## src/design/sadc_pkg.sv

```systemverilog
`timescale 1ns / 1ps

package sadc_pkg;

   // Width of the conversion word as seen on the result channel
   localparam int SAMPLE_WIDTH = 24;

   localparam int TIMEOUT_WIDTH = 17;
   localparam int ATTEMPT_WIDTH = 3;
   localparam int HALF_WIDTH    = 8;
   localparam int RESET_WIDTH   = 16;
   localparam int CSR_WIDTH     = 17;
   localparam int CSR_IDX_WIDTH = 3;

   localparam logic [TIMEOUT_WIDTH-1:0] TIMEOUT_SLOW_RST = 17'd120000;
   localparam logic [TIMEOUT_WIDTH-1:0] TIMEOUT_FAST_RST = 17'd30000;
   localparam logic [TIMEOUT_WIDTH-1:0] TIMEOUT_TEMP_RST = 17'd60000;
   localparam logic [ATTEMPT_WIDTH-1:0] ATTEMPT_RST      = 3'd3;
   localparam logic [HALF_WIDTH-1:0]    BIT_HALF_RST     = 8'd5;
   localparam logic [HALF_WIDTH-1:0]    EXTRA_HALF_RST   = 8'd1;
   localparam logic [RESET_WIDTH-1:0]   RESET_LEN_RST    = 16'd200;

   typedef enum logic [CSR_IDX_WIDTH-1:0] {
      REG_TIMEOUT_SLOW = 3'd0,
      REG_TIMEOUT_FAST = 3'd1,
      REG_TIMEOUT_TEMP = 3'd2,
      REG_ATTEMPTS     = 3'd3,
      REG_BIT_HALF     = 3'd4,
      REG_EXTRA_HALF   = 3'd5,
      REG_RESET_LEN    = 3'd6
   } reg_index_type;

   typedef enum logic [1:0] {
      OP_TICK  = 2'd0,
      OP_READ  = 2'd1,
      OP_RESET = 2'd2
   } operation_type;

   typedef enum logic [1:0] {
      MODE_SLOW    = 2'd0,
      MODE_FAST    = 2'd1,
      MODE_TEMP    = 2'd2,
      MODE_INVALID = 2'd3
   } mode_type;

   typedef enum logic [1:0] {
      ST_OK       = 2'd0,
      ST_TIMEOUT  = 2'd1,
      ST_BAD_MODE = 2'd2
   } status_type;

   typedef enum logic [6:0] {
      PH_IDLE  = 7'b0000001,
      PH_WAIT  = 7'b0000010,
      PH_HIGH  = 7'b0000100,
      PH_LOW   = 7'b0001000,
      PH_XHIGH = 7'b0010000,
      PH_XLOW  = 7'b0100000,
      PH_RESET = 7'b1000000
   } phase_type;

   typedef struct packed {
      logic [TIMEOUT_WIDTH-1:0] timeout_slow;
      logic [TIMEOUT_WIDTH-1:0] timeout_fast;
      logic [TIMEOUT_WIDTH-1:0] timeout_temp;
      logic [ATTEMPT_WIDTH-1:0] attempt_limit;
      logic [HALF_WIDTH-1:0]    bit_half;
      logic [HALF_WIDTH-1:0]    extra_half;
      logic [RESET_WIDTH-1:0]   reset_len;
   } cfg_type;

   typedef struct packed {
      logic                    sck_level;
      logic                    busy_res;
      logic                    done_res;
      logic [SAMPLE_WIDTH-1:0] sample;
      status_type              status;
   } result_type;

   // Mode-select pulses that follow the data bits
   function automatic logic [1:0] extra_pulses(input logic [1:0] mode);
      logic [1:0] count;
      case (mode)
         MODE_SLOW: count = 2'd1;
         MODE_FAST: count = 2'd3;
         MODE_TEMP: count = 2'd2;
         default:   count = 2'd0;
      endcase
      return count;
   endfunction

endpackage

```

## src/design/sadc_regs.sv

```systemverilog
`timescale 1ns / 1ps

module sadc_regs (
   input  logic                                   clock,
   input  logic                                   reset,
   input  logic                                   csr_valid,
   input  logic [sadc_pkg::CSR_IDX_WIDTH-1:0]     csr_index,
   input  logic [sadc_pkg::CSR_WIDTH-1:0]         csr_wdata,
   output sadc_pkg::cfg_type                      cfg
);
   import sadc_pkg::*;

   cfg_type cfg_ff;
   cfg_type cfg_in;

   always_comb begin
      cfg_in = cfg_ff;
      if (csr_valid) begin
         case (csr_index)
            REG_TIMEOUT_SLOW: cfg_in.timeout_slow  = csr_wdata[TIMEOUT_WIDTH-1:0];
            REG_TIMEOUT_FAST: cfg_in.timeout_fast  = csr_wdata[TIMEOUT_WIDTH-1:0];
            REG_TIMEOUT_TEMP: cfg_in.timeout_temp  = csr_wdata[TIMEOUT_WIDTH-1:0];
            REG_ATTEMPTS:     cfg_in.attempt_limit = csr_wdata[ATTEMPT_WIDTH-1:0];
            REG_BIT_HALF:     cfg_in.bit_half      = csr_wdata[HALF_WIDTH-1:0];
            REG_EXTRA_HALF:   cfg_in.extra_half    = csr_wdata[HALF_WIDTH-1:0];
            REG_RESET_LEN:    cfg_in.reset_len     = csr_wdata[RESET_WIDTH-1:0];
            default:          cfg_in = cfg_ff;
         endcase
      end
   end

   always_ff @(posedge clock) begin
      if (reset) begin
         cfg_ff.timeout_slow  <= TIMEOUT_SLOW_RST;
         cfg_ff.timeout_fast  <= TIMEOUT_FAST_RST;
         cfg_ff.timeout_temp  <= TIMEOUT_TEMP_RST;
         cfg_ff.attempt_limit <= ATTEMPT_RST;
         cfg_ff.bit_half      <= BIT_HALF_RST;
         cfg_ff.extra_half    <= EXTRA_HALF_RST;
         cfg_ff.reset_len     <= RESET_LEN_RST;
      end else begin
         cfg_ff <= cfg_in;
      end
   end

   assign cfg = cfg_ff;

endmodule

```

## src/design/sadc_core.sv

```systemverilog
`timescale 1ns / 1ps

module sadc_core #(
   parameter int SAMPLE_BITS = 24
) (
   input  logic                clock,
   input  logic                reset,
   input  logic                step_en,
   input  logic [1:0]          operation,
   input  logic [1:0]          mode,
   input  logic                dout_level,
   input  sadc_pkg::cfg_type   cfg,
   output sadc_pkg::result_type result
);
   import sadc_pkg::*;

   localparam int BIT_CNT_WIDTH = $clog2(SAMPLE_BITS + 1);

   phase_type                  phase_ff,  phase_in;
   logic [TIMEOUT_WIDTH-1:0]   tick_ff,   tick_in;
   logic [BIT_CNT_WIDTH-1:0]   bit_ff,    bit_in;
   logic [SAMPLE_BITS-1:0]     shift_ff,  shift_in;
   logic [ATTEMPT_WIDTH-1:0]   att_ff,    att_in;
   logic [1:0]                 pulse_ff,  pulse_in;
   logic [1:0]                 mode_ff,   mode_in;

   logic [TIMEOUT_WIDTH-1:0]   tick_dec;
   logic [TIMEOUT_WIDTH-1:0]   half;
   logic [TIMEOUT_WIDTH-1:0]   xhalf;
   logic [ATTEMPT_WIDTH-1:0]   att_limit;
   logic [ATTEMPT_WIDTH-1:0]   att_dec;
   logic [BIT_CNT_WIDTH-1:0]   bit_inc;
   logic [1:0]                 pulse_dec;
   logic [SAMPLE_WIDTH-1:0]    word;
   result_type                 res;

   // A zero register acts as one
   function automatic logic [TIMEOUT_WIDTH-1:0] timeout_of(input cfg_type c,
                                                          input logic [1:0] m);
      logic [TIMEOUT_WIDTH-1:0] t;
      case (m)
         MODE_SLOW: t = c.timeout_slow;
         MODE_FAST: t = c.timeout_fast;
         MODE_TEMP: t = c.timeout_temp;
         default:   t = TIMEOUT_WIDTH'(c.attempt_limit);
      endcase
      return (t == '0) ? TIMEOUT_WIDTH'(1) : t;
   endfunction

   assign tick_dec  = tick_ff - TIMEOUT_WIDTH'(1);
   assign att_dec   = att_ff - ATTEMPT_WIDTH'(1);
   assign bit_inc   = bit_ff + BIT_CNT_WIDTH'(1);
   assign pulse_dec = pulse_ff - 2'd1;
   assign half      = (cfg.bit_half == '0) ? TIMEOUT_WIDTH'(1)
                                           : TIMEOUT_WIDTH'(cfg.bit_half);
   assign xhalf     = (cfg.extra_half == '0) ? TIMEOUT_WIDTH'(1)
                                             : TIMEOUT_WIDTH'(cfg.extra_half);
   assign att_limit = (cfg.attempt_limit == '0) ? ATTEMPT_WIDTH'(1) : cfg.attempt_limit;

   generate
      if (SAMPLE_BITS >= SAMPLE_WIDTH) begin : g_word_trunc
         assign word = shift_ff[SAMPLE_WIDTH-1:0];
      end else begin : g_word_ext
         assign word = {{(SAMPLE_WIDTH-SAMPLE_BITS){1'b0}}, shift_ff};
      end
   endgenerate

   always_comb begin
      phase_in  = phase_ff;
      tick_in   = tick_ff;
      bit_in    = bit_ff;
      shift_in  = shift_ff;
      att_in    = att_ff;
      pulse_in  = pulse_ff;
      mode_in   = mode_ff;
      res.sck_level = 1'b0;
      res.done_res  = 1'b0;
      res.sample    = '0;
      res.status    = ST_OK;
      case (phase_ff)
         PH_IDLE: begin
            if (operation == OP_READ) begin
               mode_in = mode;
               if (mode == MODE_INVALID) begin
                  res.done_res = 1'b1;
                  res.status   = ST_BAD_MODE;
               end else begin
                  att_in   = att_limit;
                  tick_in  = timeout_of(cfg, mode);
                  phase_in = PH_WAIT;
               end
            end else if (operation == OP_RESET) begin
               tick_in  = (cfg.reset_len == '0) ? TIMEOUT_WIDTH'(1)
                                                : TIMEOUT_WIDTH'(cfg.reset_len);
               phase_in = PH_RESET;
            end
         end
         PH_WAIT: begin
            if (!dout_level) begin
               shift_in = '0;
               bit_in   = '0;
               tick_in  = half;
               phase_in = PH_HIGH;
            end else begin
               tick_in = tick_dec;
               if (tick_dec == '0) begin
                  att_in = att_dec;
                  if (att_dec == '0) begin
                     res.done_res = 1'b1;
                     res.status   = ST_TIMEOUT;
                     phase_in     = PH_IDLE;
                  end else begin
                     tick_in = timeout_of(cfg, mode_ff);
                  end
               end
            end
         end
         PH_HIGH: begin
            res.sck_level = 1'b1;
            tick_in       = tick_dec;
            if (tick_dec == '0) begin
               shift_in = {shift_ff[SAMPLE_BITS-2:0], dout_level};
               tick_in  = half;
               phase_in = PH_LOW;
            end
         end
         PH_LOW: begin
            tick_in = tick_dec;
            if (tick_dec == '0) begin
               bit_in = bit_inc;
               if (bit_inc >= BIT_CNT_WIDTH'(SAMPLE_BITS)) begin
                  pulse_in = extra_pulses(mode_ff);
                  tick_in  = xhalf;
                  phase_in = PH_XHIGH;
               end else begin
                  tick_in  = half;
                  phase_in = PH_HIGH;
               end
            end
         end
         PH_XHIGH: begin
            res.sck_level = 1'b1;
            tick_in       = tick_dec;
            if (tick_dec == '0) begin
               tick_in  = xhalf;
               phase_in = PH_XLOW;
            end
         end
         PH_XLOW: begin
            tick_in = tick_dec;
            if (tick_dec == '0) begin
               pulse_in = pulse_dec;
               if (pulse_dec == '0) begin
                  res.done_res = 1'b1;
                  res.status   = ST_OK;
                  res.sample   = word;
                  phase_in     = PH_IDLE;
               end else begin
                  tick_in  = xhalf;
                  phase_in = PH_XHIGH;
               end
            end
         end
         PH_RESET: begin
            res.sck_level = 1'b1;
            tick_in       = tick_dec;
            if (tick_dec == '0) begin
               phase_in = PH_IDLE;
            end
         end
         default: begin
            phase_in = PH_IDLE;
         end
      endcase
      res.busy_res = (phase_in != PH_IDLE);
   end

   always_ff @(posedge clock) begin
      if (reset) begin
         phase_ff <= PH_IDLE;
         tick_ff  <= '0;
         bit_ff   <= '0;
         shift_ff <= '0;
         att_ff   <= '0;
         pulse_ff <= '0;
         mode_ff  <= '0;
      end else if (step_en) begin
         phase_ff <= phase_in;
         tick_ff  <= tick_in;
         bit_ff   <= bit_in;
         shift_ff <= shift_in;
         att_ff   <= att_in;
         pulse_ff <= pulse_in;
         mode_ff  <= mode_in;
      end
   end

   assign result = res;

endmodule

```

## src/design/serial_adc_frame_reader.sv

```systemverilog
`timescale 1ns / 1ps

// Reader for a two-wire 24-bit sigma-delta converter, one transaction per tick.
//
// Request channel (req_*): one transaction per timing tick carries the
// operation (plain tick, start read, start reset pulse), the mode for a read
// and the level seen on the converter's data-out line. Each request gives
// exactly one response transaction (rsp_*) with the clock level to drive,
// busy, a one-tick done flag, the sample and the status.
// Configuration (csr_*): register index and write data, accepted in every
// cycle; write only while no request is outstanding.
// An accepted request waits in the request register for a state step, which
// loads its result into the response register for the receiver to take.
// Throughput: one tick per cycle while the receiver does not stall, set by the
// single state step between the request and response registers.
// Reset clears both registers' valid flags and the sequencer (idle, counters
// zero) and loads the configuration defaults.
// When the receiver stalls, the response holds; the request register still
// takes one more transaction if it is empty, then req_stall rises until the response moves.

module serial_adc_frame_reader #(
   parameter int SAMPLE_BITS = 24
) (
   input  logic                                clock,
   input  logic                                reset,
   input  logic                                req_valid,
   output logic                                req_stall,
   input  logic [1:0]                          req_operation,
   input  logic [1:0]                          req_mode,
   input  logic                                req_dout_level,
   output logic                                rsp_valid,
   input  logic                                rsp_stall,
   output logic                                rsp_sck_level,
   output logic                                rsp_busy_res,
   output logic                                rsp_done_res,
   output logic [sadc_pkg::SAMPLE_WIDTH-1:0]   rsp_sample,
   output logic [1:0]                          rsp_status,
   input  logic                                csr_valid,
   output logic                                csr_ready,
   input  logic [sadc_pkg::CSR_IDX_WIDTH-1:0]  csr_index,
   input  logic [sadc_pkg::CSR_WIDTH-1:0]      csr_wdata
);
   import sadc_pkg::*;

   cfg_type    cfg;
   result_type step_res;

   // Request register
   logic       req_vld_ff, req_vld_in;
   logic [1:0] op_ff;
   logic [1:0] mode_ff;
   logic       dout_ff;

   // Response register
   logic       rsp_vld_ff, rsp_vld_in;
   result_type rsp_ff;

   logic       req_take;
   logic       step_en;

   // Advance when a request is held and the response register is empty or being drained
   assign step_en   = req_vld_ff && (!rsp_vld_ff || !rsp_stall);
   assign req_stall = req_vld_ff && !step_en;
   assign req_take  = req_valid && !req_stall;
   assign csr_ready = 1'b1;

   always_comb begin
      req_vld_in = req_vld_ff;
      if (req_take) begin
         req_vld_in = 1'b1;
      end else if (step_en) begin
         req_vld_in = 1'b0;
      end
   end

   always_comb begin
      rsp_vld_in = rsp_vld_ff && rsp_stall;
      if (step_en) begin
         rsp_vld_in = 1'b1;
      end
   end

   always_ff @(posedge clock) begin
      if (reset) begin
         req_vld_ff <= 1'b0;
         rsp_vld_ff <= 1'b0;
      end else begin
         req_vld_ff <= req_vld_in;
         rsp_vld_ff <= rsp_vld_in;
      end
   end

   // Capture the request payload on acceptance
   always_ff @(posedge clock) begin
      if (req_take) begin
         op_ff   <= req_operation;
         mode_ff <= req_mode;
         dout_ff <= req_dout_level;
      end
   end

   // Load the response only on a state step, hold it otherwise
   always_ff @(posedge clock) begin
      if (step_en) begin
         rsp_ff <= step_res;
      end
   end

   sadc_regs u_regs (
      .clock     (clock),
      .reset     (reset),
      .csr_valid (csr_valid),
      .csr_index (csr_index),
      .csr_wdata (csr_wdata),
      .cfg       (cfg)
   );

   sadc_core #(
      .SAMPLE_BITS (SAMPLE_BITS)
   ) u_core (
      .clock      (clock),
      .reset      (reset),
      .step_en    (step_en),
      .operation  (op_ff),
      .mode       (mode_ff),
      .dout_level (dout_ff),
      .cfg        (cfg),
      .result     (step_res)
   );

   assign rsp_valid     = rsp_vld_ff;
   assign rsp_sck_level = rsp_ff.sck_level;
   assign rsp_busy_res  = rsp_ff.busy_res;
   assign rsp_done_res  = rsp_ff.done_res;
   assign rsp_sample    = rsp_ff.sample;
   assign rsp_status    = rsp_ff.status;

endmodule

```

## config.mk

```make
export PLATFORM = sky130hd
export DESIGN_NAME = serial_adc_frame_reader
export DESIGN_NICKNAME = d
export VERILOG_FILES = /design/src/design/sadc_pkg.sv /design/src/design/sadc_regs.sv /design/src/design/sadc_core.sv /design/src/design/serial_adc_frame_reader.sv
export SDC_FILE = /design/constraint.sdc
export NUM_CORES = 1
export LEC_CHECK = 0
export BUFFER_PORTS_ARGS = -buffer_cell sky130_fd_sc_hd__buf_2
export CORE_ASPECT_RATIO = 0.75
export CORE_UTILIZATION = 45
export DETAILED_ROUTE_END_ITERATION = 8
export GPL_ROUTABILITY_DRIVEN = 0
export SYNTH_ARGS = -nofsm -noshare
export SYNTH_HDL_FRONTEND = slang
export SYNTH_SLANG_ARGS = --single-unit
export TNS_END_PERCENT = 5
```

## constraint.sdc

```tcl
create_clock -name clock -period 3.5 [get_ports clock]
set_input_delay 0.35 -clock clock [delete_from_list [all_inputs] [get_ports clock]]
set_output_delay 0.35 -clock clock [all_outputs]
set_load 0.05 [all_outputs]
```

==> flow_summary_export.csv, run 1 <==
group,metric,value,unit
outcome,status,"finished clean",
yosys,synth.largest_area_cell,"dfxtp_1",
placement,placed_cells,1415,
yosys,synth_compound_area_frac,0.216,
yosys,synth-xor-area-share,0.00853,
setup_path,critPathMaxStageDelay,0.67,ns
worst_hold_path,hold_depth,1,
grt,grt_max_degree,73,
yosys,synthCells,1123,
setup_path,r2r_slack,0.15,ns
clock_tree,cts_made_buffers,17,
power,power_frac_clock,0.399,
yosys,synth_warnings,0,
yosys,syn_area_per_cell,8.23,sq um
yosys,synth_cell_type_count,83,
setup_path,reg2reg_depth,11,
timing,drv_slew,0,
yosys,synth-seq-cells,182,
timing,setup_viol,0,
cells_and_area,num_antenna_cells,0,
grt,grt_overflow,0,
worst_hold_path,worstHoldStart,"req_dout_level",
setup_path,cpMostUsedCell,"buf_4",
power,p_leak,4.00,nW
cells_and_area,multiInputGateArea,4920,sq um
cells_and_area,drive_above_1_share,0.137,
yosys,synth-simple-area-share,0.255,
cells_and_area,num-fill-cells,1905,
clock_tree,cts_tree,"yes",
grt,grt_pass1_vias,8078,
detailed_routing,num_vias,8876,
clock_tree,clock_path_buffers,2,
setup_path,critical_path.slowest_cell,"or4_1",
power,comb_power_share,0.135,
clock_tree,clkTransAtPathRegs,0.07,ns
grt,grtUsageTotal,0.283,
yosys,ys_seq_area_frac,0.431,
timing,tightest_slew,0.924,ns
power,p_per_area,457,nW/um^2
yosys,synth_edf_count,34,
cells_and_area,final_cell_area,10500,sq um
yosys,synth_area,9240,sq um
detailed_routing,dr_wl_met3,3020,microns
power,intPower,0.00346,W
setup_path,criticalPathCategory,"reg -> reg",
floorplan,io_pins,62,
setup_path,cp.required,3.86,ns
detailed_routing,wire_per_inst,20.1,microns
placement,place_hpwl,20600,microns
detailed_routing,ant_nets,0,
floorplan,die_w,167,microns
power,seqPwrFrac,0.466,
yosys,async_reset_ff_frac,0,
detailed_routing,wl_met1,14100,microns
timing,maxClockFrequency,299,MHz
setup_path,timing.rr.start,"u_core.tick_ff[4]",
yosys,synthMuxAreaShare,0.0333,
detailed_routing,drt-total-wl,29100,microns
timing,finalCritPeriodShare,0.957,
placement,dpl_cell_area,9950,sq um
yosys,synth_top_family_by_area,"simple AND/OR/NAND/NOR gates",
floorplan,dieArea,21100,sq um
yosys,synth_fp_nets,1164,
timing,maxSlewHeadroom,0.379,
power,ir_drop,0.000307,V
yosys,yosys_most_used_dff,"dfxtp_1",
cells_and_area,regArea,3980,sq um
detailed_routing,dr.pass1.iters,6,
clock_tree,cts_root_buf,"clkbuf_16",
floorplan,die_y,126,microns
clock_tree,postCtsSetupBuffers,0,
worst_hold_path,hp-class,"in -> reg",
detailed_routing,viasPerCell,6.14,
yosys,synth_top_area_frac,0.321,
timing,rsz0062_at_grt,"false",
clock_tree,cts.sinks,182,
detailed_routing,wl_met2,11500,microns
job,cap_viol_max_count,0,
detailed_routing,first_iter_violations,1137,
timing,tns,0,ns
setup_path,end_kind,"register",
clock_tree,ctsHtreeMaxLevel,4,
setup_path,reg2reg_to,"u_core.tick_ff[13]",
setup_path,start_kind,"register",
floorplan,row_count,45,
setup_path,crit_arrival,3.71,ns
worst_hold_path,holdPathEnd,"dout_ff",
grt,grt_pass1_wl,46400,microns
power,p_switching,0.00136,W
clock_tree,clock_latency,0.45,ns
power,sw_frac_of_total,0.282,
timing,skew,0.0190,ns
grt,antenna_found_initial,0,
detailed_routing,drc,0,
placement,io_buffers,60,
cells_and_area,nets,1217,
floorplan,start_util,0.459,
detailed_routing,top_layer_used,"met4",
setup_path,crit_chain,"or4_1, o41ai_2, nand4_1, buf_4, nor3_1, buf_4, nand3_1, buf_4, o31ai_1, o211ai_1, a21oi_1",
timing,post-route-min-period,3.35,ns
yosys,synth_adder_area_share,0.0149,
yosys,synth.area.top_cells,"dfxtp_1 32%, edfxtp_1 11%, nand2_1 10%",
cells_and_area,synthToLayoutAreaGrowth,14.1,%
cells_and_area,finish.utilization,0.523,
cells_and_area,stdcell_count,1446,
floorplan,core-area,20200,sq um
timing,hold_violations,0,
setup_path,cp_max_fo,6,
==> sequential cells by signal (all words and copies together), names as in the netlist, 2 cells and up <==
register,count
u_core.shift_ff,24
u_core.phase_ff,7
u_core.pulse_ff,2
u_core.tick_ff,17
op_ff,2
mode_ff,2
u_core.mode_ff,2
rsp_status,2
u_core.bit_ff,5
u_core.att_ff,3
rsp_sample,24
u_regs.cfg,86
==> kinds of logic (layout without fill, tap and decap cells) <==
group / Yosys count / after routing
AOI/OAI and AO/OA: 296 / 296
xor gates and xnor gates: 9 / 9
adders and majority gates: 11 / 11
buffers and inverters: 91 / 156
DFF: 182 / 182
muxes: 27 / 27
other: 1 / 1
and+or+nand+nor: 506 / 506
==> per-layer routing <==
metal,track usage,up-vias
li1,-,4200
met1,0.431,4212
met2,0.380,418
met3,0.0864,46
met4,0.0707,0
met5,0,-
==> placed cells by master (no fill, tap or decap), types with 6 or more instances in the layout <==
master / instances
nand2_1: 256
dfxtp_1: 148
a21oi_1: 102
nor2_1: 64
buf_2: 60
nand3_1: 48
buf_4: 47
o21ai_0: 39
edfxtp_1: 34
and2_1: 28
a22o_1: 24
mux2i_1: 24
nor4_1: 22
nor3_1: 21
clkbuf_16: 17
inv_1: 16
a222oi_1: 15
o22ai_1: 13
o31ai_1: 12
a31oi_1: 12
ha_1: 11
nor2b_1: 9
or3_1: 8
o211ai_1: 8
nand4_1: 7
a211oi_1: 7
or4_1: 6
nand2b_1: 6
==> per-stage QoR <==
| step | worst slack, ns | power, W | hold WS [ns] |
|---|---|---|---|
| 4_1_cts | 0.0898 | 0.00481 | 0.0748 |
| 2_1_floorplan | 0.151 | 0.00270 | 0.436 |
| 5_1_grt | 0.0194 | 0.00498 | 0.0790 |
| 3_3_place_gp | 0.0387 | 0.00291 | 0.456 |
| 3_5_place_dp | -0.0256 | 0.00292 | 0.461 |
| 6_report | 0.152 | 0.00482 | 0.0852 |
==> power groups by stage <==
stage | logic [W] | clock network (W) | registers, W
floorplan | 0.000363 | 0 | 0.00233
global route | 0.000704 | 0.00202 | 0.00225
CTS | 0.000628 | 0.00194 | 0.00224
detailed placement | 0.000625 | 0 | 0.00229
global placement | 0.000622 | 0 | 0.00229
finish | 0.000650 | 0.00192 | 0.00225
==> worst max-delay path: cells and delay by family, from the launching register on <==
family | cells | cell delay [ns]
buf+inv | 3 | 0.64
simple gates | 4 | 1.40
flops | 1 | 0.31
compound gates | 4 | 0.90
==> worst max-delay path by stage <==
stage / start / end / slack [ns] / cells past startpoint
after global placement: u_core.tick_ff[0] / u_core.shift_ff[6] / 0.04 / 9
after floorplan: u_core.tick_ff[0] / u_core.shift_ff[0] / 0.15 / 13
after detailed placement: u_core.tick_ff[0] / u_core.shift_ff[11] / -0.03 / 9
after CTS: u_core.tick_ff[0] / u_core.shift_ff[6] / 0.09 / 9
final: u_core.tick_ff[4] / u_core.tick_ff[13] / 0.15 / 11
after global routing: u_core.tick_ff[0] / u_core.bit_ff[2] / 0.02 / 11
==> Yosys cell counts (8+ instances only) <==
| cell | n |
|---|---|
| nand2_1 | 256 |
| dfxtp_1 | 148 |
| a21oi_1 | 102 |
| nor2_1 | 64 |
| clkbuf_1 | 60 |
| nand3_1 | 48 |
| o21ai_0 | 40 |
| edfxtp_1 | 34 |
| and2_1 | 28 |
| a22o_1 | 24 |
| mux2i_1 | 24 |
| nor4_1 | 23 |
| nor3_1 | 22 |
| inv_1 | 16 |
| a222oi_1 | 15 |
| o22ai_1 | 13 |
| a31oi_1 | 12 |
| o31ai_1 | 12 |
| ha_1 | 11 |
| nor2b_1 | 9 |
| or3_1 | 9 |
| o211ai_1 | 8 |
==> layout make-up <==
cell class | count | share of cell area
clock inverter | 11 | 0.0121
tap | 258 | 0.0306
sequential | 182 | 0.378
inverter | 16 | 0.00569
timing repair buffer | 109 | 0.0657
multi-input combinational | 850 | 0.467
clock buffer | 20 | 0.0414
==> repair_timing <==
action | 4_1_cts | 5_1_grt
endpoints found under the hold margin | 0 | 0
cloned | 0 | 0
pin swaps | 0 | 0
endpoints found under the setup margin | 24 | 35
gates resized for setup | 1 | 6
hold buffers | 0 | 0
(Power assumes the default switching activity.)
==> inputs of run 2 (changes only) <==
--- a/config.mk
+++ b/config.mk
@@ -5,6 +5,7 @@
 export SDC_FILE = /design/constraint.sdc
 export NUM_CORES = 1
 export LEC_CHECK = 0
+export ABC_AREA = 1
 export BUFFER_PORTS_ARGS = -buffer_cell sky130_fd_sc_hd__buf_2
 export CORE_ASPECT_RATIO = 0.75
 export CORE_UTILIZATION = 45
==> flow_summary_export.csv, run 2 <==
group,metric,value,unit
floorplan,io_pins,62,
placement,place_hpwl,23000,microns
cells_and_area,num_antenna_cells,0,
cells_and_area,drive_above_1_share,0.107,
timing,rsz0062_at_grt,"false",
clock_tree,clock_path_buffers,2,
detailed_routing,top_layer_used,"met4",
cells_and_area,layout_commonest_cell,"nand2_1",
placement,io_buffers,60,
clock_tree,postCtsSetupBuffers,0,
placement,pre_cts_ws,0.545,ns
timing,tns,0,ns
clock_tree,cts.sinks,182,
setup_path,reg2reg_depth,13,
yosys,synth_top_area_frac,0.296,
timing,maxSlewHeadroom,0.472,
grt,grt_overflow,0,
clock_tree,clock_latency,0.45,ns
clock_tree,cts_tree,"yes",
cells_and_area,stdcell_count,1814,
timing,finalCritPeriodShare,0.865,
grt,antenna_found_initial,0,
timing,tightest_slew,0.787,ns
setup_path,cp.required,3.83,ns
setup_path,end_kind,"register",
setup_path,criticalPathCategory,"reg -> reg",
detailed_routing,drc,0,
floorplan,row_count,46,
detailed_routing,ant_nets,0,
detailed_routing,wl_met1,15500,microns
yosys,yosys_most_used_dff,"dfxtp_1",
yosys,synthCells,1472,
timing,maxClockFrequency,330,MHz
cells_and_area,num-fill-cells,2149,
cells_and_area,synthToLayoutAreaGrowth,11.7,%
yosys,synth-simple-area-share,0.305,
cells_and_area,final_cell_mix,"358 x nand2_1, 186 x nor2_1, 165 x inv_1",
cells_and_area,nets,1555,
setup_path,crit_arrival,3.35,ns
yosys,synthMuxAreaShare,0,
floorplan,dieArea,22800,sq um
power,ir_drop,0.000354,V
floorplan,start_util,0.465,
worst_hold_path,holdPathEnd,"mode_ff[1]",
timing,setup_viol,0,
yosys,async_reset_ff_frac,0,
yosys,synth.area.top_cells,"dfxtp_1 30%, nand2_1 13%, edfxtp_1 10%",
yosys,synth_fp_nets,1513,
detailed_routing,drt-total-wl,31100,microns
power,p_per_area,464,nW/um^2
detailed_routing,viasPerCell,5.49,
timing,hold_violations,0,
setup_path,cp_max_fo,23,
timing,fin_ws,0.474,ns
clock_tree,cts_made_buffers,17,
floorplan,die_w,174,microns
yosys,synth_adder_area_share,0.0138,
grt,grt_pass1_wl,49200,microns
grt,grt_max_degree,41,
yosys,synth.largest_area_cell,"dfxtp_1",
yosys,synth_area,9990,sq um
yosys,synth_cell_type_count,50,
setup_path,start_kind,"register",
yosys,ys_seq_area_frac,0.399,
detailed_routing,dr_wl_met3,2690,microns
timing,skew,0.00838,ns
yosys,synth_warnings,0,
job,cap_viol_max_count,0,
detailed_routing,num_vias,9955,
worst_hold_path,hold_depth,1,
power,p_leak,4.60,nW
detailed_routing,wire_per_inst,17.2,microns
yosys,synth_commonest_cells,"358 x nand2_1, 186 x nor2_1, 166 x inv_1",
worst_hold_path,worstHoldStart,"req_mode[1]",
yosys,syn_area_per_cell,6.79,sq um
setup_path,timing.rr.start,"u_core.tick_ff[1]",
setup_path,r2r_slack,0.47,ns
cells_and_area,finish.utilization,0.520,
grt,grtUsageTotal,0.280,
yosys,synth-xor-area-share,0.00351,
yosys,synth.most_common_cell,"nand2_1",
yosys,synth-seq-cells,182,
outcome,status,"finished clean",
clock_tree,ctsHtreeMaxLevel,4,
detailed_routing,dr.pass1.iters,8,
timing,post-route-min-period,3.03,ns
detailed_routing,first_iter_violations,1178,
floorplan,die_y,131,microns
clock_tree,cts_resized,0,
yosys,synth_edf_count,34,
clock_tree,clkTransAtPathRegs,0.07,ns
worst_hold_path,hp-class,"in -> reg",
floorplan,core-area,21500,sq um
cells_and_area,largest_reg_flops,86,
setup_path,reg2reg_to,"u_core.shift_ff[4]",
yosys,synth_compound_area_frac,0.187,
grt,grt_pass1_vias,8767,
timing,drv_slew,0,
timing,holdWs,0.0812,ns
detailed_routing,wl_met2,12500,microns
placement,placed_cells,1783,
clock_tree,hold_buffers,0,
yosys,synth_top_family_by_area,"simple AND/OR/NAND/NOR gates",
clock_tree,cts_root_buf,"clkbuf_16",
## run 2: worst max path at each step
stage                                  from                  end  slack, ns  depth (start not counted)
final                     u_core.tick_ff[1]   u_core.shift_ff[4]       0.47                         13
after global routing      u_core.tick_ff[1]   u_core.shift_ff[4]       0.13                         15
after global placement    u_core.tick_ff[0]  u_core.shift_ff[20]       0.62                         13
after detailed placement  u_core.tick_ff[0]  u_core.shift_ff[16]       0.55                         15
after floorplan           u_core.tick_ff[0]   u_core.phase_ff[1]       0.99                         14
after CTS                 u_core.tick_ff[0]  u_core.shift_ff[16]       0.52                         15
## run 2: where the power goes
group          switching, W  internal [W]
registers         0.0000484       0.00221
clock network      0.000906       0.00105
logic              0.000700      0.000255
## run 2: worst max-delay path, cell delays in order (launching register included)
cell     delay, ns
dfxtp_1       0.33
inv_1         0.09
ha_1          0.27
nand2_2       0.17
nor2_4        0.16
nand3_2       0.10
nand2_4       0.19
nand2_2       0.11
nor2_8        0.20
nand3_4       0.33
nand2_4       0.18
nand3_2       0.36
o21ai_0       0.33
a21oi_1       0.06
## run 2: cell families after synthesis
kind of cell	Yosys count
AOI/OAI and AO/OA	333
xor gates and xnor gates	4
adders and majority gates	11
buffers and inverters	238
DFF	182
other	1
and+or+nand+nor	703
## run 2: layout make-up
| cell class | count | area (sq um) | area share |
|---|---|---|---|
| multi-input combinational | 1052 | 5090 | 0.456 |
| sequential | 182 | 3980 | 0.357 |
| inverter | 177 | 664 | 0.0595 |
| timing repair buffer | 84 | 480 | 0.0430 |
| clock buffer | 20 | 468 | 0.0419 |
| tap | 288 | 360 | 0.0323 |
| clock inverter | 11 | 113 | 0.0101 |
## run 2: routing by layer
metal | GRT usage | vias to the layer above
li1 | - | 4923
met2 | 0.400 | 389
met3 | 0.0600 | 34
met1 | 0.419 | 4609
met5 | 0 | -
met4 | 0.0836 | 0
## run 2: per-stage QoR
stage          instance area [sq um]  total power (W)
4_1_cts                        11200          0.00518
3_5_place_dp                   10600          0.00324
5_1_grt                        11200          0.00537
6_report                       11200          0.00517
2_1_floorplan                   9990          0.00296
3_3_place_gp                   10600          0.00323
==> inputs of run 3 (changes only) <==
--- a/config.mk
+++ b/config.mk
@@ -8,6 +8,7 @@
 export ABC_AREA = 1
 export BUFFER_PORTS_ARGS = -buffer_cell sky130_fd_sc_hd__buf_2
 export CORE_ASPECT_RATIO = 0.75
+export CORE_MARGIN = 2
 export CORE_UTILIZATION = 45
 export DETAILED_ROUTE_END_ITERATION = 8
 export GPL_ROUTABILITY_DRIVEN = 0
==> flow_summary_export.csv, run 3 (synthesized netlist as in run 2, its figures left out) <==
group,metric,value,unit
clock_tree,cts_resized,0,
power,ir_drop,0.000337,V
grt,grt_max_degree,47,
detailed_routing,ant_nets,0,
cells_and_area,layout_commonest_cell,"nand2_1",
placement,io_buffers,60,
setup_path,reg2reg_depth,15,
setup_path,crit_arrival,3.41,ns
power,sw_frac_of_total,0.316,
detailed_routing,num_vias,9958,
clock_tree,clock_latency,0.44,ns
worst_hold_path,hp-class,"in -> reg",
grt,antenna_found_initial,0,
clock_tree,cts_root_buf,"clkbuf_16",
timing,fin_ws,0.415,ns
detailed_routing,drc,0,
setup_path,end_kind,"register",
setup_path,start_kind,"register",
job,cap_viol_max_count,0,
clock_tree,hold_buffers,0,
power,power_frac_clock,0.378,
grt,grt_pass1_vias,8835,
detailed_routing,drt-total-wl,30700,microns
timing,maxClockFrequency,324,MHz
power,intPower,0.00352,W
floorplan,dieArea,23400,sq um
floorplan,io_pins,62,
placement,place_hpwl,22800,microns
floorplan,start_util,0.456,
setup_path,timing.rr.start,"u_core.tick_ff[0]",
clock_tree,cts_tree,"yes",
clock_tree,postCtsSetupBuffers,0,
timing,drv_slew,0,
detailed_routing,wire_per_inst,16.9,microns
cells_and_area,final_cell_mix,"358 x nand2_1, 186 x nor2_1, 165 x inv_1",
detailed_routing,first_iter_violations,1157,
power,p_switching,0.00163,W
worst_hold_path,holdPathEnd,"mode_ff[0]",
cells_and_area,nets,1553,
cells_and_area,num_antenna_cells,0,
setup_path,cp_max_fo,23,
cells_and_area,num-fill-cells,2249,
setup_path,r2r_slack,0.41,ns
timing,tns,0,ns
detailed_routing,dr.pass1.iters,5,
clock_tree,cts_made_buffers,17,
clock_tree,cts.sinks,182,
power,finalPower,0.00515,W
outcome,status,"finished clean",
cells_and_area,largest_reg_flops,86,
setup_path,cp.required,3.82,ns
placement,pre_cts_ws,0.486,ns
timing,setup_viol,0,
grt,grtUsageTotal,0.264,
clock_tree,clkTransAtPathRegs,0.07,ns
worst_hold_path,worstHoldStart,"req_mode[0]",
timing,hold_violations,0,
clock_tree,clock_path_buffers,2,
clock_tree,ctsHtreeMaxLevel,4,
timing,post-route-min-period,3.09,ns
worst_hold_path,hold_depth,1,
setup_path,criticalPathCategory,"reg -> reg",
cells_and_area,synthToLayoutAreaGrowth,11.7,%
floorplan,die_y,133,microns
timing,tightest_slew,0.829,ns
floorplan,row_count,47,
floorplan,core-area,21900,sq um
cells_and_area,drive_above_1_share,0.106,
power,p_leak,4.59,nW
timing,rsz0062_at_grt,"false",
timing,finalCritPeriodShare,0.881,
floorplan,die_w,176,microns
timing,maxSlewHeadroom,0.447,
power,p_per_area,462,nW/um^2
power,comb_power_share,0.183,
power,seqPwrFrac,0.438,
grt,grt_pass1_wl,48500,microns
grt,grt_overflow,0,
setup_path,reg2reg_to,"u_core.shift_ff[17]",
detailed_routing,viasPerCell,5.47,
timing,skew,0.0119,ns
## run 3: cell types whose count changed in the layout (fill, tap and decap cells not counted)
cell        delta
bufinv_16      +1
clkbuf_16      -1
clkbuf_8       -1
buf_4          -3
clkinv_1       +1
buf_12         +1
inv_4          -2
inv_8          -1
clkinvlp_4     +1
clkinv_2       +2
inv_6          +1
## run 3: critical path, cell delays in order (launching register included)
cell and delay, ns:
dfxtp_1 0.32, inv_2 0.09, ha_1 0.30, nand2_1 0.08, nor2_1 0.19, nand2_1 0.09, nand2_1 0.23, nand2_1 0.11
nor2_2 0.11, nand2_1 0.08, nor2_2 0.15, nand3_4 0.30, nand2_4 0.18, nand3_2 0.35, o21ai_0 0.31, a21oi_1 0.06
## run 3: worst max path at each step
stage                      start             endpoint  cells past startpoint
2_1_floorplan  u_core.tick_ff[0]   u_core.phase_ff[1]                     14
3_3_place_gp   u_core.tick_ff[0]  u_core.shift_ff[19]                     13
3_5_place_dp   u_core.tick_ff[1]  u_core.shift_ff[13]                     15
4_1_cts        u_core.tick_ff[1]  u_core.shift_ff[17]                     15
5_1_grt        u_core.tick_ff[1]  u_core.shift_ff[21]                     15
6_report       u_core.tick_ff[0]  u_core.shift_ff[17]                     15
## run 3: layout make-up
type	instances	area, sq um	area share
timing repair buffer	82	478	0.0428
clock inverter	14	149	0.0133
multi-input combinational	1052	5090	0.456
clock buffer	18	429	0.0384
sequential	182	3980	0.357
inverter	177	664	0.0595
tap	294	368	0.0329
## run 3: power groups by stage
stage	combinational, W	sequential [W]	clock (W)
2_1_floorplan	0.000598	0.00236	0
3_3_place_gp	0.000928	0.00230	0
3_5_place_dp	0.000928	0.00230	0
4_1_cts	0.000932	0.00226	0.00198
5_1_grt	0.00105	0.00227	0.00205
6_report	0.000946	0.00226	0.00195
## run 3: per-layer routing
layer / up-vias / wire [microns] / track usage
met5: - / 0 / 0
met4: 0 / 397 / 0.0670
met3: 33 / 2550 / 0.0500
met2: 387 / 12200 / 0.358
met1: 4611 / 15600 / 0.422
li1: 4927 / - / -
## run 3: stage by stage
stage | area (sq um) | instances | hold slack [ns] | util
2_1_floorplan | 9990 | 1472 | 0.430 | -
3_3_place_gp | 10600 | 1787 | 0.453 | 0.483
3_5_place_dp | 10600 | 1787 | 0.446 | 0.483
4_1_cts | 11200 | 1819 | 0.0704 | 0.509
5_1_grt | 11200 | 1819 | 0.0729 | 0.509
6_report | 11200 | 1819 | 0.0859 | 0.509
